[config.mk]
export PLATFORM = sky130hd
export DESIGN_NAME = grid_neighbor_mine_count
export DESIGN_NICKNAME = d
export VERILOG_FILES = /design/src/hdl/gnmc_pkg.sv /design/src/hdl/gnmc_ram.sv /design/src/hdl/gnmc_ctrl.sv /design/src/hdl/gnmc_dp.sv /design/src/hdl/grid_neighbor_mine_count.sv
export SDC_FILE = /design/constraint.sdc
export NUM_CORES = 2
export LEC_CHECK = 0
export BUFFER_PORTS_ARGS = -buffer_cell sky130_fd_sc_hd__buf_2
export CAP_MARGIN = 10
export CORE_UTILIZATION = 70
export CTS_BUF_LIST = sky130_fd_sc_hd__clkbuf_2 sky130_fd_sc_hd__clkbuf_4 sky130_fd_sc_hd__clkbuf_8
export DETAILED_ROUTE_END_ITERATION = 8
export PLACE_DENSITY = 0.95
export SLEW_MARGIN = 10
export SYNTH_ARGS = -nofsm -noshare
export SYNTH_HDL_FRONTEND = slang
export SYNTH_HIERARCHICAL = 1
export SYNTH_SLANG_ARGS = --single-unit
[constraint.sdc]
create_clock -name i_clk -period 116.1 [get_ports i_clk]
set_input_delay 29.025 -clock i_clk [delete_from_list [all_inputs] [get_ports i_clk]]
set_output_delay 29.025 -clock i_clk [all_outputs]
set_load 0.1 [all_outputs]
[src/hdl/gnmc_pkg.sv]
// ----------------------------------------------------------------------------
// gnmc_pkg
// Shared widths, codes, neighbour offset tables and the controller/datapath
// command and status types of the grid neighbour mark counter.
// ----------------------------------------------------------------------------
package gnmc_pkg;

    localparam int CELL_W    = 10;
    localparam int CFG_W     = 11;
    localparam int IDX_W     = 12;
    localparam int TALLY_W   = 4;
    localparam int NBR_NUM   = 8;
    localparam int K_W       = 3;
    localparam int DIV_STEPS = CELL_W;
    localparam int DIV_CNT_W = 4;
    localparam int CFG_IDX_W = 2;

    localparam logic [CFG_IDX_W-1:0] CFG_ROW_COUNT    = 2'd0;
    localparam logic [CFG_IDX_W-1:0] CFG_COLUMN_COUNT = 2'd1;

    localparam logic CMD_WRITE = 1'b0;
    localparam logic CMD_QUERY = 1'b1;

    localparam logic [1:0] OFS_MINUS = 2'd0;
    localparam logic [1:0] OFS_ZERO  = 2'd1;
    localparam logic [1:0] OFS_PLUS  = 2'd2;

    typedef struct packed {
        logic clear_step;
        logic mark_write;
        logic query_load;
        logic div_step;
        logic mask_load;
        logic read_issue;
        logic k_skip;
        logic emit_hit;
        logic emit_none;
    } t_ctrl_cmd;

    typedef struct packed {
        logic clear_done;
        logic div_done;
        logic mask_empty;
        logic cur_valid;
        logic cur_last;
        logic slot_free;
    } t_dp_status;

    // row offset of neighbour k, row-major with the centre skipped
    function automatic logic [1:0] nbr_dr(input logic [K_W-1:0] k);
        logic [1:0] r;
        case (k)
            3'd0, 3'd1, 3'd2: r = OFS_MINUS;
            3'd3, 3'd4:       r = OFS_ZERO;
            default:          r = OFS_PLUS;
        endcase
        return r;
    endfunction

    // column offset of neighbour k
    function automatic logic [1:0] nbr_dc(input logic [K_W-1:0] k);
        logic [1:0] r;
        case (k)
            3'd0, 3'd3, 3'd5: r = OFS_MINUS;
            3'd1, 3'd6:       r = OFS_ZERO;
            default:          r = OFS_PLUS;
        endcase
        return r;
    endfunction

endpackage

[src/hdl/gnmc_ram.sv]
// ----------------------------------------------------------------------------
// gnmc_ram
// Simple dual-port RAM: one write port, one read port with registered data.
// ----------------------------------------------------------------------------
module gnmc_ram #(
    parameter int WIDTH  = 1,
    parameter int DEPTH  = 1024,
    parameter int ADDR_W = (DEPTH > 1) ? $clog2(DEPTH) : 1
) (
    input  logic              i_clk,
    input  logic              i_wr_en,
    input  logic [ADDR_W-1:0] i_wr_addr,
    input  logic [WIDTH-1:0]  i_wr_data,
    input  logic              i_rd_en,
    input  logic [ADDR_W-1:0] i_rd_addr,
    output logic [WIDTH-1:0]  o_rd_data
);

    logic [WIDTH-1:0] r_mem [DEPTH];
    logic [WIDTH-1:0] r_rd_data;

    always_ff @(posedge i_clk) begin
        if (i_wr_en) begin
            r_mem[i_wr_addr] <= i_wr_data;
        end
        if (i_rd_en) begin
            r_rd_data <= r_mem[i_rd_addr];
        end
    end

    assign o_rd_data = r_rd_data;

endmodule

[src/hdl/gnmc_ctrl.sv]
// ----------------------------------------------------------------------------
// gnmc_ctrl
// Sequencer: store clear after reset, mark writes, division, neighbour scan
// and result hand-off.
// ----------------------------------------------------------------------------
module gnmc_ctrl (
    input  logic                  i_clk,
    input  logic                  i_rst_n,
    input  logic                  i_in_valid,
    input  logic                  i_cmd,
    output logic                  o_in_ready,
    input  gnmc_pkg::t_dp_status  i_status,
    output gnmc_pkg::t_ctrl_cmd   o_ctrl
);

    localparam logic [2:0] ST_CLEAR = 3'd0;
    localparam logic [2:0] ST_IDLE  = 3'd1;
    localparam logic [2:0] ST_DIV   = 3'd2;
    localparam logic [2:0] ST_MASK  = 3'd3;
    localparam logic [2:0] ST_SCAN  = 3'd4;
    localparam logic [2:0] ST_EMIT  = 3'd5;
    localparam logic [2:0] ST_NONE  = 3'd6;

    logic [2:0] r_state;
    logic [2:0] n_state;

    always_comb begin
        n_state    = r_state;
        o_ctrl     = '0;
        o_in_ready = (r_state == ST_IDLE);
        case (r_state)
            ST_CLEAR: begin
                o_ctrl.clear_step = 1'b1;
                if (i_status.clear_done) begin
                    n_state = ST_IDLE;
                end
            end
            ST_IDLE: begin
                if (i_in_valid) begin
                    if (i_cmd == gnmc_pkg::CMD_QUERY) begin
                        o_ctrl.query_load = 1'b1;
                        n_state           = ST_DIV;
                    end else begin
                        o_ctrl.mark_write = 1'b1;
                    end
                end
            end
            ST_DIV: begin
                o_ctrl.div_step = 1'b1;
                if (i_status.div_done) begin
                    n_state = ST_MASK;
                end
            end
            ST_MASK: begin
                o_ctrl.mask_load = 1'b1;
                n_state          = ST_SCAN;
            end
            ST_SCAN: begin
                if (i_status.mask_empty) begin
                    n_state = ST_NONE;
                end else if (i_status.cur_valid) begin
                    o_ctrl.read_issue = 1'b1;
                    n_state           = ST_EMIT;
                end else begin
                    o_ctrl.k_skip = 1'b1;
                end
            end
            ST_EMIT: begin
                if (i_status.slot_free) begin
                    o_ctrl.emit_hit = 1'b1;
                    n_state         = i_status.cur_last ? ST_IDLE : ST_SCAN;
                end
            end
            ST_NONE: begin
                if (i_status.slot_free) begin
                    o_ctrl.emit_none = 1'b1;
                    n_state          = ST_IDLE;
                end
            end
            default: begin
                n_state = ST_IDLE;
            end
        endcase
    end

    always_ff @(posedge i_clk) begin
        if (!i_rst_n) begin
            r_state <= ST_CLEAR;
        end else begin
            r_state <= n_state;
        end
    end

endmodule

[src/hdl/gnmc_dp.sv]
// ----------------------------------------------------------------------------
// gnmc_dp
// Datapath: grid size registers, bit-serial divider, neighbour mask, index
// generation, mark store access, running counts and output register.
// ----------------------------------------------------------------------------
module gnmc_dp #(
    parameter int MAX_CELLS = 1024
) (
    input  logic                                 i_clk,
    input  logic                                 i_rst_n,
    input  logic                                 i_cfg_valid,
    input  logic [gnmc_pkg::CFG_IDX_W-1:0]       i_cfg_index,
    input  logic [gnmc_pkg::CFG_W-1:0]           i_cfg_data,
    input  logic [gnmc_pkg::CELL_W-1:0]          i_cell_index,
    input  logic                                 i_mark_value,
    input  logic                                 i_out_ready,
    input  gnmc_pkg::t_ctrl_cmd                  i_ctrl,
    output gnmc_pkg::t_dp_status                 o_status,
    output logic                                 o_out_valid,
    output logic [gnmc_pkg::CELL_W-1:0]          o_neighbor_index,
    output logic                                 o_neighbor_marked,
    output logic                                 o_has_neighbor,
    output logic [gnmc_pkg::TALLY_W-1:0]         o_tile_count,
    output logic [gnmc_pkg::TALLY_W-1:0]         o_mine_count,
    output logic                                 o_last
);

    localparam int AW = (MAX_CELLS > 1) ? $clog2(MAX_CELLS) : 1;
    localparam int CW = gnmc_pkg::CELL_W;
    localparam int IW = gnmc_pkg::IDX_W;
    localparam int TW = gnmc_pkg::TALLY_W;
    localparam int NN = gnmc_pkg::NBR_NUM;
    localparam int KW = gnmc_pkg::K_W;

    logic [gnmc_pkg::CFG_W-1:0]     r_row_count;
    logic [gnmc_pkg::CFG_W-1:0]     r_column_count;
    logic [AW-1:0]                  r_clr_addr;
    logic [CW-1:0]                  r_cell;
    logic [CW-1:0]                  r_quo;
    logic [gnmc_pkg::CFG_W-1:0]     r_rem;
    logic [gnmc_pkg::DIV_CNT_W-1:0] r_div_cnt;
    logic [NN-1:0]                  r_mask;
    logic [KW-1:0]                  r_k;
    logic                           r_rd_in_range;
    logic                           r_rd_last;
    logic [CW-1:0]                  r_nbr_idx;
    logic [TW-1:0]                  r_tiles;
    logic [TW-1:0]                  r_mines;
    logic                           r_out_valid;
    logic [CW-1:0]                  r_out_index;
    logic                           r_out_marked;
    logic                           r_out_has;
    logic [TW-1:0]                  r_out_tiles;
    logic [TW-1:0]                  r_out_mines;
    logic                           r_out_last;

    logic [IW-1:0]  w_div_trial;
    logic           w_div_fit;
    logic [IW-1:0]  w_row;
    logic [IW-1:0]  w_col;
    logic [IW-1:0]  w_rc;
    logic [IW-1:0]  w_cc;
    logic [2:0]     w_row_ok;
    logic [2:0]     w_col_ok;
    logic [NN-1:0]  w_mask;
    logic [IW-1:0]  w_base;
    logic [IW-1:0]  w_idx;
    logic [NN-1:0]  w_above;
    logic           w_wr_en;
    logic [AW-1:0]  w_wr_addr;
    logic           w_wr_data;
    logic           w_rd_data;
    logic           w_mark;
    logic           w_slot_free;

    // divider trial subtract
    assign w_div_trial = {r_rem, r_quo[CW-1]};
    assign w_div_fit   = (w_div_trial >= {1'b0, r_column_count});

    // neighbour mask from row = quotient, column = remainder
    assign w_row = {2'b00, r_quo};
    assign w_col = {1'b0, r_rem};
    assign w_rc  = {1'b0, r_row_count};
    assign w_cc  = {1'b0, r_column_count};

    assign w_row_ok[0] = (r_quo != '0) && ((w_row - 1'b1) < w_rc);
    assign w_row_ok[1] = (w_row < w_rc);
    assign w_row_ok[2] = ((w_row + 1'b1) < w_rc);
    assign w_col_ok[0] = (r_rem != '0) && ((w_col - 1'b1) < w_cc);
    assign w_col_ok[1] = (w_col < w_cc);
    assign w_col_ok[2] = ((w_col + 1'b1) < w_cc);

    always_comb begin
        for (int k = 0; k < NN; k++) begin
            w_mask[k] = w_row_ok[gnmc_pkg::nbr_dr(KW'(k))] &
                        w_col_ok[gnmc_pkg::nbr_dc(KW'(k))];
        end
    end

    // linear index of neighbour k: cell +/- columns +/- 1
    always_comb begin
        case (gnmc_pkg::nbr_dr(r_k))
            gnmc_pkg::OFS_MINUS: w_base = {2'b00, r_cell} - w_cc;
            gnmc_pkg::OFS_PLUS:  w_base = {2'b00, r_cell} + w_cc;
            default:             w_base = {2'b00, r_cell};
        endcase
        case (gnmc_pkg::nbr_dc(r_k))
            gnmc_pkg::OFS_MINUS: w_idx = w_base - 1'b1;
            gnmc_pkg::OFS_PLUS:  w_idx = w_base + 1'b1;
            default:             w_idx = w_base;
        endcase
    end

    assign w_above = (r_mask >> r_k) >> 1;

    // mark store port muxing
    assign w_wr_en   = i_ctrl.clear_step |
                       (i_ctrl.mark_write & (32'(i_cell_index) < 32'(MAX_CELLS)));
    assign w_wr_addr = i_ctrl.clear_step ? r_clr_addr : AW'(i_cell_index);
    assign w_wr_data = i_ctrl.clear_step ? 1'b0 : i_mark_value;

    gnmc_ram #(
        .WIDTH (1),
        .DEPTH (MAX_CELLS),
        .ADDR_W(AW)
    ) u_mark_ram (
        .i_clk    (i_clk),
        .i_wr_en  (w_wr_en),
        .i_wr_addr(w_wr_addr),
        .i_wr_data(w_wr_data),
        .i_rd_en  (i_ctrl.read_issue),
        .i_rd_addr(AW'(w_idx)),
        .o_rd_data(w_rd_data)
    );

    assign w_mark      = w_rd_data & r_rd_in_range;
    assign w_slot_free = !r_out_valid || i_out_ready;

    assign o_status.clear_done = (r_clr_addr == AW'(MAX_CELLS - 1));
    assign o_status.div_done   = (r_div_cnt == gnmc_pkg::DIV_CNT_W'(gnmc_pkg::DIV_STEPS - 1));
    assign o_status.mask_empty = (r_mask == '0);
    assign o_status.cur_valid  = r_mask[r_k];
    assign o_status.cur_last   = r_rd_last;
    assign o_status.slot_free  = w_slot_free;

    // control registers
    always_ff @(posedge i_clk) begin
        if (!i_rst_n) begin
            r_row_count    <= gnmc_pkg::CFG_W'(1);
            r_column_count <= gnmc_pkg::CFG_W'(1);
            r_clr_addr     <= '0;
            r_out_valid    <= 1'b0;
        end else begin
            if (i_cfg_valid) begin
                case (i_cfg_index)
                    gnmc_pkg::CFG_ROW_COUNT:    r_row_count    <= i_cfg_data;
                    gnmc_pkg::CFG_COLUMN_COUNT: r_column_count <= i_cfg_data;
                    default: ;
                endcase
            end
            if (i_ctrl.clear_step) begin
                r_clr_addr <= r_clr_addr + 1'b1;
            end
            if (i_ctrl.emit_hit || i_ctrl.emit_none) begin
                r_out_valid <= 1'b1;
            end else if (i_out_ready) begin
                r_out_valid <= 1'b0;
            end
        end
    end

    // working registers
    always_ff @(posedge i_clk) begin
        if (i_ctrl.query_load) begin
            r_cell    <= i_cell_index;
            r_quo     <= i_cell_index;
            r_rem     <= '0;
            r_div_cnt <= '0;
            r_tiles   <= '0;
            r_mines   <= '0;
        end
        if (i_ctrl.div_step) begin
            r_div_cnt <= r_div_cnt + 1'b1;
            r_quo     <= {r_quo[CW-2:0], w_div_fit};
            r_rem     <= w_div_fit ? gnmc_pkg::CFG_W'(w_div_trial - w_cc)
                                   : w_div_trial[gnmc_pkg::CFG_W-1:0];
        end
        if (i_ctrl.mask_load) begin
            r_mask <= w_mask;
            r_k    <= '0;
        end
        if (i_ctrl.k_skip) begin
            r_k <= r_k + 1'b1;
        end
        if (i_ctrl.read_issue) begin
            r_nbr_idx     <= w_idx[CW-1:0];
            r_rd_in_range <= (32'(w_idx) < 32'(MAX_CELLS));
            r_rd_last     <= (w_above == '0);
        end
        if (i_ctrl.emit_hit) begin
            r_k          <= r_k + 1'b1;
            r_tiles      <= r_tiles + 1'b1;
            r_mines      <= r_mines + TW'(w_mark);
            r_out_index  <= r_nbr_idx;
            r_out_marked <= w_mark;
            r_out_has    <= 1'b1;
            r_out_tiles  <= r_tiles + 1'b1;
            r_out_mines  <= r_mines + TW'(w_mark);
            r_out_last   <= r_rd_last;
        end
        if (i_ctrl.emit_none) begin
            r_out_index  <= '0;
            r_out_marked <= 1'b0;
            r_out_has    <= 1'b0;
            r_out_tiles  <= '0;
            r_out_mines  <= '0;
            r_out_last   <= 1'b1;
        end
    end

    assign o_out_valid       = r_out_valid;
    assign o_neighbor_index  = r_out_index;
    assign o_neighbor_marked = r_out_marked;
    assign o_has_neighbor    = r_out_has;
    assign o_tile_count      = r_out_tiles;
    assign o_mine_count      = r_out_mines;
    assign o_last            = r_out_last;

endmodule

[src/hdl/grid_neighbor_mine_count.sv]
// ----------------------------------------------------------------------------
// grid_neighbor_mine_count
// Per-cell mark store of a configurable grid with 8-connected neighbour
// queries giving running neighbour and marked-neighbour counts.
// ----------------------------------------------------------------------------
// Write word: written to the mark store, no result.
// Query word: accepted, then divided (one quotient bit a cycle) into row and
//   column, the neighbour mask is loaded, out-of-grid positions are skipped
//   and each in-grid neighbour is read from the mark store and emitted.
// One word is in flight at a time; a result waits in the output register.
// Reset: synchronous, active low; the mark store is then cleared one entry a
//   cycle, all MAX_CELLS entries, with input held off and config still taken.
module grid_neighbor_mine_count #(
    parameter int MAX_CELLS = 1024
) (
    input  logic                                 i_clk,
    input  logic                                 i_rst_n,
    input  logic                                 i_cfg_valid,
    output logic                                 o_cfg_ready,
    input  logic [gnmc_pkg::CFG_IDX_W-1:0]       i_cfg_index,
    input  logic [gnmc_pkg::CFG_W-1:0]           i_cfg_data,
    input  logic                                 i_in_valid,
    output logic                                 o_in_ready,
    input  logic                                 i_cmd,
    input  logic [gnmc_pkg::CELL_W-1:0]          i_cell_index,
    input  logic                                 i_mark_value,
    output logic                                 o_out_valid,
    input  logic                                 i_out_ready,
    output logic [gnmc_pkg::CELL_W-1:0]          o_neighbor_index,
    output logic                                 o_neighbor_marked,
    output logic                                 o_has_neighbor,
    output logic [gnmc_pkg::TALLY_W-1:0]         o_tile_count,
    output logic [gnmc_pkg::TALLY_W-1:0]         o_mine_count,
    output logic                                 o_last
);

    gnmc_pkg::t_ctrl_cmd  w_ctrl;
    gnmc_pkg::t_dp_status w_status;

    assign o_cfg_ready = 1'b1;

    gnmc_ctrl u_ctrl (
        .i_clk     (i_clk),
        .i_rst_n   (i_rst_n),
        .i_in_valid(i_in_valid),
        .i_cmd     (i_cmd),
        .o_in_ready(o_in_ready),
        .i_status  (w_status),
        .o_ctrl    (w_ctrl)
    );

    gnmc_dp #(
        .MAX_CELLS(MAX_CELLS)
    ) u_dp (
        .i_clk            (i_clk),
        .i_rst_n          (i_rst_n),
        .i_cfg_valid      (i_cfg_valid),
        .i_cfg_index      (i_cfg_index),
        .i_cfg_data       (i_cfg_data),
        .i_cell_index     (i_cell_index),
        .i_mark_value     (i_mark_value),
        .i_out_ready      (i_out_ready),
        .i_ctrl           (w_ctrl),
        .o_status         (w_status),
        .o_out_valid      (o_out_valid),
        .o_neighbor_index (o_neighbor_index),
        .o_neighbor_marked(o_neighbor_marked),
        .o_has_neighbor   (o_has_neighbor),
        .o_tile_count     (o_tile_count),
        .o_mine_count     (o_mine_count),
        .o_last           (o_last)
    );

endmodule

==> run summary <==
The flow ran to the end, but the final reports show violations. The checks that failed: DRC. The count of vias placed by the detailed router is 36,830. The worst voltage drop across the vdd grid is a little under 0.01 mV. Summing the areas of all and, or, nand and nor instances in the mapped netlist gives 12.20% of the synthesized area. The clock slew at the register clock pins of the worst setup and hold paths came out at about 0.06 ns. The standard cell area after detailed placement came out at approximately 54,000 µm².

The largest single stage delay on the critical path is 1.28 ns. Of the synthesized area, sequential elements account for a little over three fifths. The biggest fanout along the worst timing path came out at 32. Setup violations remaining at the end of the flow were counted as 0. The die span in x is between 200 and 300 µm. The final weighted congestion in routability-driven placement came out at slightly below 0.9. TritonCTS built the clock tree.

The minimum clock period after layout came out at 32.09 ns. The largest net degree at the start of global routing is ~340. The cell count of the worst reg-to-reg path came out at 24. The power density normalized to cell area came out at around 15 nW/µm².

The mean post-synth cell area came out at roughly 13 µm². The total count of max-transition violations in the final report is 0. The multiplexer area fraction after synthesis came out at ~13%.

The post-route netlist has between 15 and 20% of its cells at a drive strength greater than 1. The count of buffers inserted at the top-level ports is 52. The via density per instance is 7.107. The count of yosys warnings during synthesis came out at 6. The upper clock frequency limit is ~31 MHz. For this design the top-level I/O count stands at 54. The number of enable flip-flop cells after synthesis came out at ~1,100. Summed over its instances, the top area cell type makes up 60.91% of the synthesized netlist area. CTS saw around 1,100 sinks. The first global-routing pass estimated ~210,000 µm of wire. Global routing used approximately 37% of the available tracks.

The number of buffer and inverter stages on the critical path came out at 1. The depth of the CTS H-tree is 4. The via count of the first global-routing pass is 36,520. With fillers left out, the area of the finished cells amounts to between 50,000 and 60,000 µm². The number of buffers inserted for hold repair after clock tree synthesis came out at 0.

The kind of launch point of the worst setup path is an input pin. The synthesized-area fraction occupied by adder cells came out at around 2.6%. The synthesized-area fraction occupied by xor and xnor cells came out at around 1.4%. Among cell families on the critical path, the largest total delay comes from simple AND/OR/NAND/NOR gates.

Traced cell by cell, the critical path runs through buf_2, nor4b_1, or2_2, nand3_2, nor2_1. The synthesized instance count is just over 4,000. The most used flip-flop cell after synthesis is sky130_fd_sc_hd__edfxtp_1. The number of nets in the synthesized netlist is ~4,200. The cell sitting at the root of the clock tree is a sky130_fd_sc_hd__clkbuf_8. The tool flagged a number of max-cap violations equal to 0.

The final global-route overflow total came out at 0. The worst setup path is captured at a flop. The total CTS buffers is around 180. The critical path required time is about 120 ns. The classification of the worst-slack hold path is flop to flop. The type of the worst setup path is input pin to flop. The area of the mapped netlist came out at around 54,000 µm². By area the synthesized netlist is led by sky130_fd_sc_hd__edfxtp_1 (61%), sky130_fd_sc_hd__mux4_2 (8.5%), sky130_fd_sc_hd__nor2_1 (7.9%). The number of different library cells in the post-synthesis netlist is between 90 and 100. In this run the number of cells on the critical path is 5. The layout-stage area growth over the synthesis result is 7.451%. The number of antenna violations at the first check in global routing is 5.

The full die area is 77,950 µm². Before antenna repair, the detailed router went through 9 iterations. Summed over all failing endpoints, the final setup total negative slack is 0 ns. The analysis attributes to cell leakage a power of about 0.019 µW. The effective utilization at floorplan came out at 70.82%.

For the pin with the worst max-slew slack, the measured transition is ~1.4 ns. On the final layout, the worst clock skew is around 0.066 ns. The number of core rows came out at approximately 100.

The tightest slew margin relative to the limit came out at under 10%. The detailed-route wire length per cell came out at 28.15 µm. The standard cell with the maximum stage delay on the critical path is sky130_fd_sc_hd__nand3_2.

The total number of nets in the final design is 4,160. The ratio of final minimum period to clock period is ~28%. Wires add up to ~150,000 µm. Once layout is complete, the utilization of the core stands at about three quarters.

Of all flip-flops after synthesis, the portion carrying an async set or reset was 0%. The number of buffers inserted by post-CTS setup repair came out at 0. Setup repair after global routing left no endpoint under its margin. In this run the remaining antenna-violating nets after routing total 0.

After layout, the design draws a total of 848.3 µW. The first routing iteration left ~7,100 violations. For this run, design rule violations remaining after detail routing come to 25.

Summing the areas of all compound-gate instances in the mapped netlist gives under 10% of the synthesized area. After synthesis, the largest family of logic cells by area is multiplexers. The worst hold path was traced through 2 stages. The clock latency reported for the late side of the worst-skew pair is ~0.90 ns.

The buffer depth of the longest clock path came out at 3. Once detailed placement completed, the half-perimeter wirelength came to ~80,000 µm. Of all cell types, the one taking the most synthesized area is sky130_fd_sc_hd__edfxtp_1. The vertical die dimension is about 280 µm. The register bit count reported by yosys is 1,148. In this run, post-CTS repair resized a total of 0 instances. The placeable core region is 75,950 µm².

The count of endpoints failing hold in the final timing report is 0. At the worst endpoint, the arrival time is 32.62 ns.
[final cells by class]
| type | count | area [µm²] |
|---|---|---|
| Clock inverter | 74 | 467.9 |
| Antenna cell | 1 | 2.502 |
| Fill cell | 3700 | 18160 |
| Inverter | 54 | 202.7 |
| Timing Repair Buffer | 112 | 755.7 |
| Sequential cell | 1148 | 33900 |
| Tap cell | 1030 | 1289 |
| Multi-Input combinational cell | 2529 | 18290 |
| Clock buffer | 234 | 2883 |
[worst min-delay path, delay by kind of cell (launching register included)]
kind | cells | cell delay (ns)
flops | 1 | 0.32
mux | 1 | 0.06
simple gates | 1 | 0.07
[report_power, final]
part	internal (µW)	leakage, µW	switching (µW)
clock network	165	0.00179	161
registers	447	0.0106	0.505
logic	23.9	0.00634	50.1
[metal layers]
layer	track usage [%]	part of all wire [%]
met1	44.18	30
met2	57.56	46
met3	14.14	16
met4	24.19	7.7
met5	0	0.040
[cell usage after synthesis, drive strengths merged (9+ instances only)]
| cell type | instances |
|---|---|
| a2111oi | 11 |
| a211oi | 10 |
| a21boi | 9 |
| a21o | 22 |
| a21oi | 88 |
| a22oi | 20 |
| and2 | 25 |
| and3 | 9 |
| buf | 129 |
| clkbuf | 210 |
| dfxtp | 57 |
| edfxtp | 1091 |
| ha | 107 |
| inv | 51 |
| mux2 | 28 |
| mux2i | 149 |
| mux4 | 216 |
| nand2 | 151 |
| nand2b | 22 |
| nand3 | 55 |
| nand4 | 24 |
| nor2 | 1126 |
| nor2b | 50 |
| nor3 | 54 |
| nor3b | 11 |
| nor4 | 11 |
| o21a | 12 |
| o21ai | 52 |
| o221ai | 50 |
| o22ai | 30 |
| o2bb2ai | 10 |
| o31ai | 9 |
| xnor2 | 54 |
| xor2 | 30 |
[stage by stage]
stage / hold slack (ns) / worst slack (ns) / std cells
after floorplan: 0.4560 / 57.56 / 4070
after global placement: 0.4390 / 83.77 / 4872
after detailed placement: 0.4467 / 83.65 / 4872
after CTS: 0.4341 / 84.44 / 5180
after global routing: 0.4731 / 84.28 / 5182
final: 0.4345 / 84.01 / 5182
[flip-flops by register name (all words and copies together) (netlist names), 10 cells and up]
signal / count
u_dp/r_clr_addr: 10
u_dp/o_neighbor_index: 10
u_dp/r_nbr_idx: 10
u_dp/r_quo: 10
u_dp/u_mark_ram/r_mem: 1024
u_dp/r_rem: 11
u_dp/r_cell: 10
u_dp/r_row_count: 11
u_dp/r_column_count: 11
[cells in the final DEF, fill, tap and decap left out, types with 52 or more instances in the layout]
cell type / Yosys / routed
sky130_fd_sc_hd__edfxtp_1: 1091 / 1091
sky130_fd_sc_hd__clkbuf_8: 0 / 180
sky130_fd_sc_hd__ha_1: 107 / 107
sky130_fd_sc_hd__dfxtp_1: 57 / 57
sky130_fd_sc_hd__xnor2_1: 53 / 53
sky130_fd_sc_hd__buf_4: 17 / 56
sky130_fd_sc_hd__a21oi_1: 88 / 86
sky130_fd_sc_hd__clkbuf_4: 3 / 54
sky130_fd_sc_hd__mux4_2: 202 / 202
sky130_fd_sc_hd__buf_2: 22 / 52
sky130_fd_sc_hd__nand2_1: 150 / 143
sky130_fd_sc_hd__nor2_1: 1126 / 1125
sky130_fd_sc_hd__mux2i_1: 148 / 147
[final timing paths]
path / slack, ns / to / startpoint
max reg2reg: 107.94 / u_dp/u_mark_ram/o_rd_data / u_dp/r_k[0]
min: 0.43 / u_dp/o_neighbor_index[3] / u_dp/r_nbr_idx[3]
max: 84.01 / u_dp/u_mark_ram/r_mem[96] / i_cmd
min reg2reg: 0.43 / u_dp/o_neighbor_index[3] / u_dp/r_nbr_idx[3]
[cells by family (layout without fill, tap and decap cells)]
logic type / after synthesis / in the layout
simple gates: 1570 / 1570
flops: 1148 / 1148
mux: 393 / 393
buf+inv: 393 / 474
compound gates: 371 / 371
fa+ha+maj: 110 / 110
xor+xnor: 84 / 84
other cells: 1 / 2
Note: power is estimated with default switching activity, not from simulation.
